===== config.mk =====
export PLATFORM = sky130hd
export DESIGN_NAME = ghsp_front
export DESIGN_NICKNAME = d
export VERILOG_FILES = /design/src/hdl/ghsp_pkg.sv /design/src/hdl/ghsp_front.sv
export SDC_FILE = /design/constraint.sdc
export NUM_CORES = 1
export LEC_CHECK = 0
export BUFFER_PORTS_ARGS = -buffer_cell sky130_fd_sc_hd__buf_2
export CAP_MARGIN = 10
export CELL_PAD_IN_SITES_DETAIL_PLACEMENT = 0
export CELL_PAD_IN_SITES_GLOBAL_PLACEMENT = 2
export CORE_MARGIN = 2
export CORE_UTILIZATION = 34
export DETAILED_ROUTE_END_ITERATION = 12
export PLACE_DENSITY = 0.8
export SLEW_MARGIN = 20
export SYNTH_ARGS = -nofsm -noshare
export SYNTH_HDL_FRONTEND = slang
export SYNTH_SLANG_ARGS = --single-unit

===== constraint.sdc =====
create_clock -name clk -period 2.4 [get_ports clk]
set_input_delay 0.48 -clock clk [delete_from_list [all_inputs] [get_ports clk]]
set_output_delay 0.48 -clock clk [all_outputs]
set_load 0.1 [all_outputs]

===== src/hdl/ghsp_pkg.sv =====
// Shared package for the geometric history sum predictor.
// Holds default sizes, the queued item type, back-end control and state codes.
// No dependencies.
package ghsp_pkg;

	localparam int NUM_TABLES_DEF      = 5;
	localparam int INDEX_BITS_DEF      = 10;
	localparam int COUNTER_BITS_DEF    = 6;
	localparam int THRESH_CTR_BITS_DEF = 7;
	localparam int HISTORY_BITS_DEF    = 32;

	localparam int PC_W     = 32;
	localparam int CONF_W   = 10;
	localparam int THRESH_W = 8;
	localparam logic [THRESH_W-1:0] THRESH_RESET = 8'd5;
	localparam logic [THRESH_W-1:0] THRESH_MAX   = 8'd255;

	typedef enum logic {
		REQ_PREDICT = 1'b0,
		REQ_UPDATE  = 1'b1
	} req_t;

	typedef struct packed {
		req_t             req;
		logic [PC_W-1:0]  pc;
		logic             res;
		logic             pred;
		logic             wrong;
	} item_t;

	typedef struct packed {
		logic pop;
		logic busy;
	} back_ctl_t;

	typedef enum logic [1:0] {
		ST_CLEAR,
		ST_IDLE,
		ST_EXEC
	} state_t;

endpackage


===== src/hdl/ghsp_front.sv =====
// Front end: classifies incoming items and holds them in a two-entry queue.
// Depends on ghsp_pkg.
module ghsp_front (
	input  logic                       clk,
	input  logic                       arst_n,
	input  logic                       push,
	output logic                       full,
	input  logic                       req_type,
	input  logic [ghsp_pkg::PC_W-1:0]  branch_pc,
	input  logic                       resolved_taken,
	input  logic                       predicted_taken,
	input  ghsp_pkg::back_ctl_t        ctl,
	output logic                       head_valid,
	output ghsp_pkg::item_t            head
);

	ghsp_pkg::item_t ent_q [2];
	logic            rd_q, wr_q;
	logic [1:0]      cnt_q;
	logic            do_push, do_pop;
	ghsp_pkg::item_t in_item;

	assign full       = (cnt_q == 2'd2) || ctl.busy;
	assign head_valid = (cnt_q != 2'd0);
	assign head       = ent_q[rd_q];
	assign do_push    = push && !full;
	assign do_pop     = ctl.pop && head_valid;

	always_comb begin
		in_item.req   = ghsp_pkg::req_t'(req_type);
		in_item.pc    = branch_pc;
		in_item.res   = resolved_taken;
		in_item.pred  = predicted_taken;
		in_item.wrong = req_type && (resolved_taken != predicted_taken);
	end

	always_ff @(posedge clk) begin
		if (do_push) begin
			ent_q[wr_q] <= in_item;
		end
	end

	always_ff @(posedge clk or negedge arst_n) begin
		if (!arst_n) begin
			rd_q  <= 1'b0;
			wr_q  <= 1'b0;
			cnt_q <= 2'd0;
		end else begin
			if (do_push) begin
				wr_q <= !wr_q;
			end
			if (do_pop) begin
				rd_q <= !rd_q;
			end
			cnt_q <= cnt_q + 2'(do_push) - 2'(do_pop);
		end
	end

endmodule


==> results.cfg <==
[run_status]
status = finished, final reports clean

[synth]
synthDistinctLibCells = 16
yosysTopAreaCellShare_pct = 72.7
synth_most_common_cell = edfxtp_1
synth_edf_count = 72
synth_commonest_cells = edfxtp_1, mux2_4, mux2_2
syn_area_um2 = 2980
ys_top_cells_by_area = edfxtp_1, mux2_4, dfrtp_1
synth_cells = 133
ys_seq_elements = 76
synth_area_per_cell_um2 = 22.4
yosysWarnings = 0
synth_nets = 175
ys.flop_type = edfxtp_1
yosysSeqAreaShare_pct = 76.0
async_flop_share_pct = 5.26
yosys.area.top_type = edfxtp_1

[worst_setup_path]
end_kind = output port
slowest_delay_ns = 0.38
arrival_ns = 1.69
cp_cell_sequence = buf_4, mux2_2, buf_2
cp_top_family = buffers and inverters
cp_slowest_cell = mux2_2
worstPathRequired_ns = 1.92
path_buf_inv = 2
critPathLaunchType = flip-flop
crit_path_max_fanout = 20
rr_worst_depth = 7
setup.worst_path.class = flip-flop to output port
rrSetupSlack_ns = 0.66
r2r_start = cnt_q[1]
r2r_end = cnt_q[1]

[floorplanning]
rows = 34
ios = 78
chipWidth_um = 97.5
die-area_um2 = 9520
core-area_um2 = 8590
die_h_um = 97.5
start_util_pct = 34.6

[sta]
rsz0062_at_grt = no
hold_violations = 0
setup_ws_ns = 0.234
setup-violations-final = 0
fmax_ghz = 0.462
clock-skew-final_ns = 0.00602
period_share_pct = 90.2
period_needed_ns = 2.17
relSlewSlack_pct = 67.0
slew_viol_final = 0
tightest_slew_ns = 0.499

[global_routing]
grt_pass1_wl_um = 7400
grt_util_all_layers_pct = 10.4
grt_max_degree = 23
antenna_found_initial = 0
overflow = 0
grt_pass1_vias = 1509

[cells_and_area]
nNetsFinal = 266
nFillCells = 787
drive_gt1_share_pct = 60.3
antenna_cells = 0
synthToLayoutAreaGrowth_pct = 23.1
regArea_um2 = 2260
fin_util_pct = 42.6
multi_input_area_um2 = 649

[hold_path]
holdPathStages = 1
holdCritPathClass = primary input to flip-flop
min-delay-start = branch_pc[9]
holdPathEnd = ent_q[0][12]

[route]
drtPass1Iterations = 3
vias_per_cell = 4.31
drt.antenna.violating_nets = 0
vias = 1453
wire_per_inst_um = 14.0
wirelength_um = 4720
drc_errors = 0
drt_iter0_markers = 42

[clock_tree]
holdBufCountCts = 1
max-clock-path-buffers = 2
clk-insertion-delay-late_ns = 0.34
cts_tree = done
root_buffer = clkbuf_8
cts_setup_buffers = 0
cts.sinks = 76
htreeDepth = 3
clkTransAtPathRegs_ns = 0.08
cts_buffers = 9
cts_resized = 0

[flow_run]
cap_violations = 0

[placement]
pre_cts_slack_ns = 0.494
hpwl_um = 3220
port_buffers = 77
place.gp.congestion = 0.646
## cell type report
type	count	area share (%)
tap	108	3.69
multi-input combinational	51	17.7
clock inverter	7	1.16
clock buffer	9	3.38
inverter	2	0.205
sequential	76	61.8
timing repair buffer	84	12.0
## placed cells by master, fill, tap and decap left out, types with 3 or more instances in the layout
| master | instances |
|---|---|
| buf_2 | 77 |
| edfxtp_1 | 72 |
| mux2_4 | 29 |
| clkbuf_8 | 9 |
| mux2_2 | 7 |
| buf_4 | 6 |
| xnor2_1 | 3 |
| dfrtp_1 | 3 |
## per-stage QoR
| step | instance area, um^2 | cells | setup TNS [ns] | hold slack (ns) |
|---|---|---|---|---|
| 2_1_floorplan | 2980 | 133 | -20.00 | 0.184 |
| 3_3_place_gp | 3490 | 320 | 0 | 0.293 |
| 3_5_place_dp | 3490 | 320 | 0 | 0.294 |
| 4_1_cts | 3660 | 337 | 0 | 0.305 |
| 5_1_grt | 3660 | 337 | 0 | 0.294 |
| 6_report | 3660 | 337 | 0 | 0.327 |
## cells by family after synthesis
logic type | after synthesis | share of synthesized area [%]
DFF | 76 | 76.0
muxes | 36 | 17.3
and+or+nand+nor | 8 | 1.72
buffers and inverters | 6 | 2.65
xor gates and xnor gates | 5 | 1.47
adders and majority gates | 2 | 0.841
## flip-flops by register name, indices dropped and copies added, names as in the netlist
register and count:
cnt_q 2, ent_q 72, rd_q 1, wr_q 1
## worst max path at each step
stage,slack [ns],end,from,cells after the start
floorplan,-0.28,ent_q[0][0],ctl[0],2
global placement,0.57,cnt_q[1],ctl[0],7
detailed placement,0.49,cnt_q[1],ctl[0],7
CTS,0.19,head[3],rd_q,3
global route,0.14,head[4],rd_q,3
finish,0.23,head[3],rd_q,3
## per-layer routing
metal,global-route usage (%),wire (um),vias up
met5,0,0,-
met1,12.4,2060,703
li1,-,-,692
met3,4.39,356,8
met4,5.45,81,0
met2,16.2,2230,50
Power is not shown: default switching activity piles up to over one toggle a cycle in this logic, so the estimate is an artifact.
